===== src/rtl/packed_genotype_dot_product_assert.svh =====
// assertion macros shared by the rtl files
`ifndef PACKED_GENOTYPE_DOT_PRODUCT_ASSERT_SVH
`define PACKED_GENOTYPE_DOT_PRODUCT_ASSERT_SVH

// same-cycle implication, checked out of reset
`define PGDP_ASSERT_NOW(label, clk, rst, ante, cons) \
   label: assert property (@(posedge clk) disable iff (rst) (ante) |-> (cons)) \
      else $error("pgdp check failed");

// next-cycle implication, checked out of reset
`define PGDP_ASSERT_NEXT(label, clk, rst, ante, cons) \
   label: assert property (@(posedge clk) disable iff (rst) (ante) |=> (cons)) \
      else $error("pgdp check failed");

`endif


===== src/rtl/pgdp_pkg.sv =====
package pgdp_pkg;

   localparam int WORD_BITS   = 64;
   localparam int SUM_W       = 24;
   localparam int LANE_CODES  = 8;
   localparam int LANE_BITS   = 2 * LANE_CODES;
   localparam int CODE_SCORE_W = 3;
   // 8 codes * 6 max each = 48
   localparam int LANE_SUM_W  = 6;
   // 32 codes * 6 max each = 192
   localparam int WORD_SUM_W  = 8;

   localparam logic [SUM_W-1:0] SUM_MAX = {SUM_W{1'b1}};

   typedef logic [CODE_SCORE_W-1:0] score_tbl_type [4];

   localparam score_tbl_type AND_VALUE = '{3'd0, 3'd1, 3'd4, 3'd0};
   localparam score_tbl_type OR_VALUE  = '{3'd0, 3'd0, 3'd0, 3'd2};

   typedef struct packed {
      logic go;
      logic last;
   } merge_ctrl_type;

   // score of one code position: and-table plus or-table
   function automatic logic [CODE_SCORE_W-1:0] code_score(input logic [1:0] a,
                                                          input logic [1:0] b);
      logic [1:0] x;
      logic [1:0] y;
      x = a & b;
      y = a | b;
      return AND_VALUE[x] + OR_VALUE[y];
   endfunction

endpackage


===== src/rtl/pgdp_req_if.sv =====
interface pgdp_req_if import pgdp_pkg::*; ();
   logic                 valid;
   logic                 ready;
   logic [WORD_BITS-1:0] word_a;
   logic [WORD_BITS-1:0] word_b;
   logic                 last_word;

   modport source (output valid, output word_a, output word_b, output last_word,
                   input ready);
   modport sink (input valid, input word_a, input word_b, input last_word,
                 output ready);
endinterface


===== src/rtl/pgdp_rsp_if.sv =====
interface pgdp_rsp_if import pgdp_pkg::*; ();
   logic             valid;
   logic             ready;
   logic [SUM_W-1:0] dot_sum;

   modport source (output valid, output dot_sum, input ready);
   modport sink (input valid, input dot_sum, output ready);
endinterface


===== src/rtl/pgdp_lane.sv =====
module pgdp_lane import pgdp_pkg::*; #(
   parameter int ACTIVE_CODES = 8
) (
   input  logic                  clock,
   input  logic                  load,
   input  logic [LANE_BITS-1:0]  codes_a,
   input  logic [LANE_BITS-1:0]  codes_b,
   output logic [LANE_SUM_W-1:0] lane_sum
);

   logic [LANE_SUM_W-1:0] sum_ff;
   logic [LANE_SUM_W-1:0] sum_in;

   always_comb begin
      sum_in = '0;
      for (int p = 0; p < LANE_CODES; p++) begin
         if (p < ACTIVE_CODES) begin
            sum_in = sum_in + LANE_SUM_W'(code_score(codes_a[2*p +: 2],
                                                     codes_b[2*p +: 2]));
         end
      end
   end

   always_ff @(posedge clock) begin
      if (load) begin
         sum_ff <= sum_in;
      end
   end

   assign lane_sum = sum_ff;

endmodule


===== src/rtl/pgdp_merge.sv =====
`include "packed_genotype_dot_product_assert.svh"

module pgdp_merge import pgdp_pkg::*; #(
   parameter int NUM_LANES = 4
) (
   input  logic                  clock,
   input  logic                  reset,
   input  merge_ctrl_type        ctrl,
   input  logic [LANE_SUM_W-1:0] lane_sum [NUM_LANES],
   input  logic                  rsp_taken,
   output logic                  rsp_valid,
   output logic [SUM_W-1:0]      dot_sum
);

   logic [WORD_SUM_W-1:0] word_sum;
   logic [SUM_W:0]        total_wide;
   logic [SUM_W-1:0]      total;
   logic [SUM_W-1:0]      acc_ff;
   logic [SUM_W-1:0]      acc_in;
   logic [SUM_W-1:0]      result_ff;
   logic [SUM_W-1:0]      result_in;
   logic                  valid_ff;
   logic                  valid_in;

   // combine the lane sums
   always_comb begin
      word_sum = '0;
      for (int i = 0; i < NUM_LANES; i++) begin
         word_sum = word_sum + WORD_SUM_W'(lane_sum[i]);
      end
   end

   assign total_wide = {1'b0, acc_ff} + (SUM_W + 1)'(word_sum);
   assign total      = total_wide[SUM_W] ? SUM_MAX : total_wide[SUM_W-1:0];

   always_comb begin
      acc_in    = acc_ff;
      result_in = result_ff;
      valid_in  = valid_ff & ~rsp_taken;
      if (ctrl.go) begin
         if (ctrl.last) begin
            acc_in    = '0;
            result_in = total;
            valid_in  = 1'b1;
         end else begin
            acc_in = total;
         end
      end
   end

   always_ff @(posedge clock) begin
      if (reset) begin
         acc_ff   <= '0;
         valid_ff <= 1'b0;
      end else begin
         acc_ff   <= acc_in;
         valid_ff <= valid_in;
      end
   end

   always_ff @(posedge clock) begin
      result_ff <= result_in;
   end

   assign rsp_valid = valid_ff;
   assign dot_sum   = result_ff;

   `PGDP_ASSERT_NEXT(a_clear_on_last, clock, reset, ctrl.go && ctrl.last, acc_ff == '0)
   `PGDP_ASSERT_NEXT(a_hold_result, clock, reset, valid_ff && !rsp_taken,
                     valid_ff && $stable(result_ff))
   `PGDP_ASSERT_NOW(a_no_overwrite, clock, reset, ctrl.go && ctrl.last,
                    !valid_ff || rsp_taken)

endmodule


===== src/rtl/packed_genotype_dot_product.sv =====
// packed genotype dot product
// req channel: one word per handshake, word_a and word_b each pack
//    CODES_PER_WORD two-bit genotype codes, code p in bits 2p+1..2p;
//    last_word marks the final word of an individual pair
// rsp channel: one word per pair, dot_sum = saturating sum of the genotype
//    products over all words of the pair
// structure: lanes of eight codes score a word in parallel into lane
//    registers, a merge stage adds the lanes into the running sum
// result: the sum of a last word passes the lane register, then the output
//    register, before it can be taken from rsp
// throughput: one word per cycle while no last word is held back (see stall),
//    as the lane score and the accumulate in the merge stage never hold a word
// stall: while a result waits in the output register, non-last words keep
//    flowing; a last word waits in the lane stage until the result is taken,
//    and req.ready drops only then
// reset: synchronous, clears the running sum and all valid flags
`include "packed_genotype_dot_product_assert.svh"

module packed_genotype_dot_product import pgdp_pkg::*; #(
   parameter int CODES_PER_WORD = 32
) (
   input logic         clock,
   input logic         reset,
   pgdp_req_if.sink    req_chan,
   pgdp_rsp_if.source  rsp_chan
);

   localparam int NUM_LANES = (CODES_PER_WORD + LANE_CODES - 1) / LANE_CODES;

   // lane stage control
   logic s1_valid_ff;
   logic s1_valid_in;
   logic s1_last_ff;
   logic s1_last_in;
   logic req_take;
   logic rsp_taken;
   logic out_free;
   merge_ctrl_type merge_ctrl;

   logic [LANE_SUM_W-1:0] lane_sum [NUM_LANES];
   logic rsp_valid;

   assign rsp_taken = rsp_valid & rsp_chan.ready;
   // output register can take a new result this cycle
   assign out_free  = ~rsp_valid | rsp_chan.ready;

   // merge fires on a valid lane word unless it is a last word that finds the output slot full
   assign merge_ctrl.go   = s1_valid_ff & (~s1_last_ff | out_free);
   assign merge_ctrl.last = s1_last_ff;

   assign req_chan.ready = ~s1_valid_ff | merge_ctrl.go;
   assign req_take       = req_chan.valid & req_chan.ready;

   always_comb begin
      s1_valid_in = s1_valid_ff;
      s1_last_in  = s1_last_ff;
      if (req_chan.ready) begin
         s1_valid_in = req_chan.valid;
         s1_last_in  = req_chan.last_word;
      end
   end

   always_ff @(posedge clock) begin
      if (reset) begin
         s1_valid_ff <= 1'b0;
      end else begin
         s1_valid_ff <= s1_valid_in;
      end
   end

   always_ff @(posedge clock) begin
      s1_last_ff <= s1_last_in;
   end

   // scoring lanes, the last one may carry fewer codes
   for (genvar i = 0; i < NUM_LANES; i++) begin : g_lane
      localparam int LANE_N = (CODES_PER_WORD - i * LANE_CODES >= LANE_CODES) ?
                              LANE_CODES : CODES_PER_WORD - i * LANE_CODES;
      pgdp_lane #(
         .ACTIVE_CODES(LANE_N)
      ) u_lane (
         .clock    (clock),
         .load     (req_take),
         .codes_a  (req_chan.word_a[i*LANE_BITS +: LANE_BITS]),
         .codes_b  (req_chan.word_b[i*LANE_BITS +: LANE_BITS]),
         .lane_sum (lane_sum[i])
      );
   end

   // lane merge, running sum and output register
   pgdp_merge #(
      .NUM_LANES(NUM_LANES)
   ) u_merge (
      .clock     (clock),
      .reset     (reset),
      .ctrl      (merge_ctrl),
      .lane_sum  (lane_sum),
      .rsp_taken (rsp_taken),
      .rsp_valid (rsp_valid),
      .dot_sum   (rsp_chan.dot_sum)
   );

   assign rsp_chan.valid = rsp_valid;

   `PGDP_ASSERT_NEXT(a_take_fills_lane, clock, reset, req_take, s1_valid_ff)
   `PGDP_ASSERT_NEXT(a_lane_holds, clock, reset, s1_valid_ff && !merge_ctrl.go,
                     s1_valid_ff && $stable(s1_last_ff))
   `PGDP_ASSERT_NOW(a_ready_when_empty, clock, reset, !s1_valid_ff, req_chan.ready)

endmodule


===== src/flat_wrapper.sv =====
// flat-port wrapper written by rule: the top's interface ports become plain ports
module packed_genotype_dot_product_flat import pgdp_pkg::*;
#(
   parameter int CODES_PER_WORD = 32
)
  (clock, reset, req_chan_valid, req_chan_word_a, req_chan_word_b, req_chan_last_word, req_chan_ready, rsp_chan_valid, rsp_chan_dot_sum, rsp_chan_ready);
  pgdp_req_if req_chan_i ();
  pgdp_rsp_if rsp_chan_i ();
  input logic clock;
  input logic reset;
  input wire logic [$bits(req_chan_i.valid)-1:0] req_chan_valid;
  input wire logic [$bits(req_chan_i.word_a)-1:0] req_chan_word_a;
  input wire logic [$bits(req_chan_i.word_b)-1:0] req_chan_word_b;
  input wire logic [$bits(req_chan_i.last_word)-1:0] req_chan_last_word;
  output wire logic [$bits(req_chan_i.ready)-1:0] req_chan_ready;
  output wire logic [$bits(rsp_chan_i.valid)-1:0] rsp_chan_valid;
  output wire logic [$bits(rsp_chan_i.dot_sum)-1:0] rsp_chan_dot_sum;
  input wire logic [$bits(rsp_chan_i.ready)-1:0] rsp_chan_ready;
  assign req_chan_i.valid = req_chan_valid;
  assign req_chan_i.word_a = req_chan_word_a;
  assign req_chan_i.word_b = req_chan_word_b;
  assign req_chan_i.last_word = req_chan_last_word;
  assign req_chan_ready = req_chan_i.ready;
  assign rsp_chan_valid = rsp_chan_i.valid;
  assign rsp_chan_dot_sum = rsp_chan_i.dot_sum;
  assign rsp_chan_i.ready = rsp_chan_ready;
  packed_genotype_dot_product #(.CODES_PER_WORD(CODES_PER_WORD)) u_core (.clock(clock), .reset(reset), .req_chan(req_chan_i), .rsp_chan(rsp_chan_i));
endmodule

===== config.mk =====
export PLATFORM = sky130hd
export DESIGN_NAME = packed_genotype_dot_product_flat
export DESIGN_NICKNAME = d
export VERILOG_FILES = /design/src/rtl/pgdp_pkg.sv /design/src/rtl/pgdp_req_if.sv /design/src/rtl/pgdp_rsp_if.sv /design/src/rtl/pgdp_lane.sv /design/src/rtl/pgdp_merge.sv /design/src/rtl/packed_genotype_dot_product.sv /design/src/flat_wrapper.sv
export VERILOG_INCLUDE_DIRS = /design/src /design/src/rtl
export SDC_FILE = /design/constraint.sdc
export NUM_CORES = 1
export LEC_CHECK = 0
export ABC_AREA = 0
export BUFFER_PORTS_ARGS = -buffer_cell sky130_fd_sc_hd__buf_2
export CAP_MARGIN = 20
export CORE_MARGIN = 8
export CORE_UTILIZATION = 55
export CTS_CLUSTER_DIAMETER = 150
export DETAILED_ROUTE_END_ITERATION = 16
export PLACE_DENSITY = 0.82
export RECOVER_POWER = 50
export SLEW_MARGIN = 10
export SYNTH_ARGS = -nofsm -noshare
export SYNTH_HDL_FRONTEND = slang
export SYNTH_SLANG_ARGS = --single-unit

===== constraint.sdc =====
create_clock -name clock -period 5.4 [get_ports clock]
set_input_delay 0.54 -clock clock [delete_from_list [all_inputs] [get_ports clock]]
set_output_delay 0.54 -clock clock [all_outputs]
set_load 0.02 [all_outputs]

==> results of run 1 <==
==> synthesized netlist by cell type (8+ instances only) <==
cell	n
xor2_1	10
ha_1	37
a22o_1	8
a21o_1	15
nand3_1	36
o22ai_1	20
o22a_1	14
nand2_1	67
a21oi_1	49
edfxtp_1	49
inv_1	126
nor2_1	14
dfxtp_1	26
and3_1	12
fa_1	85
==> power breakdown <==
group / total [mW] / switching [mW] / internal [mW]
clock network: 0.610 / 0.241 / 0.368
registers: 0.993 / 0.0594 / 0.933
logic: 2.99 / 1.78 / 1.21
total: 4.59 / 2.08 / 2.51
==> final cells by class <==
cell class / count / area, µm² / share of cell area (%)
tap: 147 / 184 / 2.34
clock inverter: 4 / 27.5 / 0.350
inverter: 126 / 473 / 6.01
sequential: 75 / 1990 / 25.3
multi-input combinational: 451 / 4160 / 52.8
timing repair buffer: 160 / 763 / 9.69
clock buffer: 12 / 279 / 3.54
==> state kept, by name, indices dropped and copies added, names as in the netlist <==
| name | cells |
|---|---|
| u_core.u_merge.dot_sum | 24 |
| u_core.u_merge.acc_ff | 24 |
| u_core.s1_last_ff | 1 |
| u_core.s1_valid_ff | 1 |
| u_core.u_merge.rsp_valid | 1 |
| u_core.g_lane.u_lane.lane_sum | 24 |
==> layout by cell type, fill, tap and decap left out, types with 26 or more instances in the layout <==
cell type,instances
nand2_1,67
dfxtp_1,26
ha_1,37
fa_1,85
nand3_1,36
a21oi_1,49
buf_2,130
edfxtp_1,49
clkbuf_1,31
inv_1,126
==> metrics by stage <==
step | util, % | cells
after global placement | 63.9 | 959
after CTS | 66.5 | 975
final | 66.1 | 975
after floorplan | - | 664
after global routing | 66.1 | 975
after detailed placement | 63.9 | 959
==> metal layers <==
layer	up-vias	wire [µm]
met5	-	0
met4	0	575
met3	57	956
met2	270	8290
met1	2675	6210
li1	2587	-
==> how the worst max path moves through the flow <==
stage                                         from                                  end  slack (ns)  depth (start not counted)
after floorplan                req_chan_word_a[17]  u_core.g_lane[1].u_lane.lane_sum[4]        1.53                         13
after global placement    u_core.u_merge.acc_ff[2]             u_core.u_merge.acc_ff[8]        1.26                         14
after detailed placement  u_core.u_merge.acc_ff[2]             u_core.u_merge.acc_ff[0]        1.13                         14
after CTS                 u_core.u_merge.acc_ff[2]             u_core.u_merge.acc_ff[2]        1.04                         14
after global routing      u_core.u_merge.acc_ff[5]             u_core.u_merge.acc_ff[2]        0.81                         14
final                     u_core.u_merge.acc_ff[2]             u_core.u_merge.acc_ff[2]        1.07                         14
==> kinds of logic (layout without fill, tap and decap cells) <==
group	Yosys count	after routing	synth area share, %
compound gates	151	151	15.6
xor+xnor	16	16	2.10
fa+ha+maj	122	122	32.4
buf+inv	138	302	8.02
flops	75	75	29.8
mux	1	1	0.150
simple gates	161	161	11.8
==> critical path: stages (launching register included) <==
cell      delay (ns)
dfxtp_1         0.35
inv_1           0.07
fa_1            0.53
inv_1           0.06
fa_1            0.54
inv_1           0.06
fa_1            0.58
inv_1           0.05
ha_1            0.28
a21oi_1         0.19
nor2_1          0.12
o2111a_1        0.33
o211ai_4        0.62
nand2_1         0.19
a22o_1          0.25
==> impl_results.md, run 1 <==
- Crit Path Max Fanout: 25
- Critical path class: flip-flop to flip-flop
- Highest Clock Rate: 0.231 GHz
- Maxcap violations: 0
- CTS tree: yes
- Total power draw: 4.59 mW
- H-Tree Depth: 3
- Vias in the first global route: 6128
- Clk Latency, worst-skew pair: 0.34 ns
- Core ar.: 11900 µm²
- Hold depth: 1
- IO Pins: 159
- Grt peak-use layer: met2
- Distinct cells, synth: 56
- M3 GR Usage: 3.33%
- Worst Tran Pin Value: 1.26 ns
- Starting Density: 56.1%
- Post-synth EDFFs: 49
- Post-CTS Setup Bufs: 0
- Endpoints failing setup: 0
- Num rows: 40
- CTS resizes: 0
- Iteration-0 DRC Markers: 569
- Flops & latches, synth: 75
- Slew Viols, Final: 0
- Seq/Total Area, Yosys: 29.8%
- Worst Setup End Kind: flip-flop
- FILL cells: 916
- Final ANT Viol Nets: 0
- Fraction of registers with async set/reset: 0%
- Hold-fix buffers, CTS: 0
- Pwr/cell area: 583 nW/µm²
- Average cell area after synthesis: 10.1 µm²
- Worst reg2reg path depth: 14
- Yosys Warn Count: 0
- Max-slew headroom: 15.7%
- Cell accounting for the most synthesized area: fa_1
- First-pass GRT wire length: 27200 µm
- R2R Path Start: u_core.u_merge.acc_ff[2]
- Clock root buffer: clkbuf_16
- GRT Total Usage: 20.7%
- Clock Skew: 0.00794 ns
- Worst endpoint required time: 5.63 ns
- Port Buf Inserts: 158
- Reg2reg setup slack: 1.07 ns
- Initial antenna violation count: 0
- Peak supply drop: 0.461 mV
- Final net count: 1078
- Synth top area share: 25.5%
- Die height: 126 µm
- RR Endpoint: u_core.u_merge.acc_ff[2]
- Clock transition at path regs: 0.06 ns
- Total Wirelength: 16000 µm
- DRC viols: 0
- Post-synthesis instance total: 664
- Static leakage: 3.77 nW
- Gr ovfl total: 0
- Area after DPL: 7610 µm²
- Die Wd: 126 µm
- Hold WS: 0.371 ns
- CP startpoint kind: flip-flop
- Average vias per placed instance: 5.73
- Area growth syn-to-layout: 17.9%
- Total CTS buffers: 9
- Worst path arrival time: 4.56 ns
- Die Area: 15900 µm²
- Met2 Use GR: 37.6%
- Top post-synthesis cells by area: fa_1 (25%), edfxtp_1 (22%), dfxtp_1 (7.8%), inv_1 (7.1%), ha_1 (6.9%)
- Clk buf depth: 2
- Final Critical Period: 4.33 ns
- Final period util: 80.2%
- Hold path startpoint: req_chan_last_word
- Fin area: 7870 µm²
- RSZ-0062 raised after global routing: no
- Final worst slack: 1.07 ns
- Pre-Repair DR Iteration Count: 5
- Antenna diodes: 0
- DR WL/cell: 16.4 µm
- Hold path endpoint: u_core.s1_last_ff
- Pre-CTS WS: 1.13 ns
- GP Congestion: 0.903
- Share of layout cells above drive strength 1: 19.0%
- Final Hold Viols: 0
- Mapped Area: 6680 µm²
- Via count: 5589
- M1 GR Usage: 23.1%
- CTS sink count: 75
- Final TNS setup: 0 ns
- Net Count, Synth: 919
- Largest net degree at the start of global routing: 26
- Primary FF master, synth: edfxtp_1
- Status: completed
- DP Wirelength: 13000 µm
- Worst Hold Class: primary input to flip-flop
(Power assumes the default switching activity.)
==> run 2: changes to the inputs <==
Settings changed: CORE_UTILIZATION 55 to 50, PLACE_DENSITY 0.82 to 0.78.
Clock period 5.4 ns to 3.6 ns, I/O delays scaled along.
==> run 2 against run 1 <==
  * The run now ends with negative setup slack left
  * Register-to-register slack got worse by 1.3 ns
  * Sequential cell count did not move
  * Maximum frequency rose by 14%
  * Clock power rose by 51%
  * Sequential power rose by 49%
  * Clock-buffer cell count did not move
  * Via count rose by 1.9%
  * Total power rose by 110%
  * Global-route usage fell by 1.3 points
  * Hold slack got worse by 0.17 ns
  * Combinational power rose by 140%
  * Critical path type unchanged
==> impl_results.md, run 2 (same netlist as run 1, synthesis figures left out) <==
- Status: finished with violations
- Failing checks: negative setup slack
- Critical path class: flip-flop to flip-flop
- Highest Clock Rate: 0.263 GHz (+14%)
- CP startpoint kind: flip-flop
- Num rows: 42 (+5.0%)
- Fin area: 8930 µm² (+13%)
- Die Wd: 132 µm (+4.3%)
- Clock transition at path regs: 0.06 ns (about the same)
- Final net count: 1135 (+5.3%)
- Worst Setup End Kind: flip-flop
- CTS sink count: 75 (unchanged)
- Peak supply drop: 1.11 mV (+140%)
- Pint: 5.43 mW (+120%)
- DP Wirelength: 12800 µm (-1.4%)
- Gr ovfl total: 0 (unchanged)
- Share of layout cells above drive strength 1: 34.7% (+16 points)
- Final Hold Viols: 0 (unchanged)
- Seq pwr share: 15.4% (-6.2 points)
- Average vias per placed instance: 5.37 (-6.3%)
- Sw Ratio: 43.6% (-1.7 points)
- Starting Density: 50.8% (-5.2 points)
- Die Area: 17300 µm² (+8.7%)
- First-pass GRT wire length: 27800 µm (+2.4%)
- Clock Power Share: 9.6% (-3.7 points)
- Vias in the first global route: 6193 (+1.1%)
- DRC viols: 0 (unchanged)
- Final Critical Period: 3.81 ns (-0.524 ns)
- Area after DPL: 8110 µm² (+6.5%)
- Worst path arrival time: 4.02 ns (-0.54 ns)
- Area growth syn-to-layout: 33.7%
- Static leakage: 4.17 nW (+11%)
- FILL cells: 998 (+9.0%)
- Final period util: 106% (+26 points)
- Switching power: 4.20 mW (+100%)
- Pwr/cell area: 1080 nW/µm² (+85%)
- Port Buf Inserts: 158 (unchanged)
- Antenna diodes: 0 (unchanged)
- Storage cell area: 2000 µm² (+0.31%)
- Final ANT Viol Nets: 0 (unchanged)
- Hold-fix buffers, CTS: 0 (unchanged)
- Clock root buffer: clkbuf_16
- Worst Tran Pin Value: 1.24 ns (-0.0209 ns)
- Comb pwr share: 75.1% (+10 points)
- Clk Latency, worst-skew pair: 0.34 ns (about the same)
- Slew Viols, Final: 0 (unchanged)
- Pre-Repair DR Iteration Count: 6 (+1)
- Total Wirelength: 16800 µm (+5.0%)
- Dpl cells: 1030 (+7.4%)
- RSZ-0062 raised after global routing: yes
- Most frequent cells in the layout: buf_2 (133), inv_1 (109), fa_1 (82), nand2_1 (55), edfxtp_1 (49)
- Crit Path Max Fanout: 9 (-64%)
- Worst endpoint required time: 3.82 ns (-1.81 ns)
- Via count: 5697 (+1.9%)
- Most common cell after layout, fill and taps aside: buf_2
- Iteration-0 DRC Markers: 378 (-34%)
- IO Pins: 159 (unchanged)
- Max-slew headroom: 17.1% (+1.4 points)
- H-Tree Depth: 3 (unchanged)
- Total power draw: 9.64 mW (+110%)
- Clk buf depth: 2 (unchanged)
- Final worst slack: -0.209 ns (-1.28 ns)
- Area of the multi-input gates: 4610 µm² (+11%)
- Cell Count, Final, Fillers Out: 1061 (+8.8%)
- Total CTS buffers: 9 (unchanged)
- Die height: 132 µm (+4.3%)
- Maxcap violations: 0 (unchanged)
- CTS tree: yes
- Pre-CTS WS: -0.329 ns (-1.46 ns)
- Endpoints failing setup: 48 (+48)
- Worst Hold Class: primary input to flip-flop
- Core ar.: 13100 µm² (+10%)
- DR WL/cell: 15.9 µm (-3.5%)
- GRT Total Usage: 19.3% (-1.3 points)
- Clock Skew: 0.0134 ns (+0.00542 ns)
- Initial antenna violation count: 0 (unchanged)
- GP Congestion: 0.820 (-9.2%)
- Largest net degree at the start of global routing: 25 (-3.8%)
==> run 2: cell types whose count changed in the layout (fill, tap and decap cells not counted), moves of 8 or more <==
cell,change
buf_4,+38
inv_1,-17
inv_2,+17
a21oi_1,-15
buf_6,+15
nand2_1,-12
a21oi_2,+9
nand3_1,-8
==> run 2: stage by stage <==
step	utilization, %	hold WS (ns)	setup TNS (ns)
after global placement	61.7	0.451	-6.51
after global routing	68.0	0.209	-12.25
after detailed placement	61.7	0.460	-11.17
final	68.0	0.201	-7.22
after CTS	66.6	0.195	-5.98
after floorplan	-	0.436	-0.243
==> run 2: power by group through the flow <==
stage	Combinational (mW)	Clock (mW)	Sequential (mW)
2_1_floorplan	3.84	0	1.53
3_3_place_gp	5.48	0	1.48
3_5_place_dp	5.65	0	1.49
4_1_cts	6.79	0.930	1.47
5_1_grt	8.00	0.970	1.50
6_report	7.23	0.924	1.48
==> run 2: path summary, 6_finish.rpt <==
path                                 start                       end  slack [ns]  cells after the start
setup / recovery  u_core.u_merge.acc_ff[2]  u_core.u_merge.acc_ff[1]       -0.21                     15
hold / removal          req_chan_last_word         u_core.s1_last_ff        0.20                      1
setup reg to reg  u_core.u_merge.acc_ff[2]  u_core.u_merge.acc_ff[1]       -0.21                     15
hold reg to reg   u_core.u_merge.acc_ff[3]  u_core.u_merge.acc_ff[3]        0.46                      1
==> run 2: worst max-delay path: stages, from the launching register on <==
cell	delay (ns)
dfxtp_2	0.34
inv_2	0.04
fa_1	0.54
inv_2	0.04
fa_1	0.47
inv_1	0.05
fa_2	0.56
inv_2	0.05
ha_4	0.22
a21oi_4	0.18
nor2_4	0.07
o2111a_2	0.31
o211ai_4	0.33
buf_12	0.18
nand2b_4	0.06
a22o_1	0.24
==> run 2: final cells by class <==
type                    count  share of cell area (%)
clock buffers              12                    2.89
clock inverters             4                   0.547
inverters                 126                    5.30
multi-input cells         451                    51.6
flip-flops and latches     75                    22.4
well taps                 176                    2.47
repair buffers            217                    14.8
==> run 2: repair_timing <==
| item | 4_1_cts | 5_1_grt |
|---|---|---|
| cloned | 1 | 0 |
| gates resized for setup | 67 | 41 |
| pin swaps | 43 | 36 |
| setup endpoints to repair | 48 | 52 |
| buffers inserted | 9 | 6 |
==> run 2: metal layers <==
layer / global-route usage, % / routed length, µm
met5: 0 / 0
met3: 3.70 / 829
met4: 8.17 / 564
met1: 22.2 / 6720
met2: 34.5 / 8710
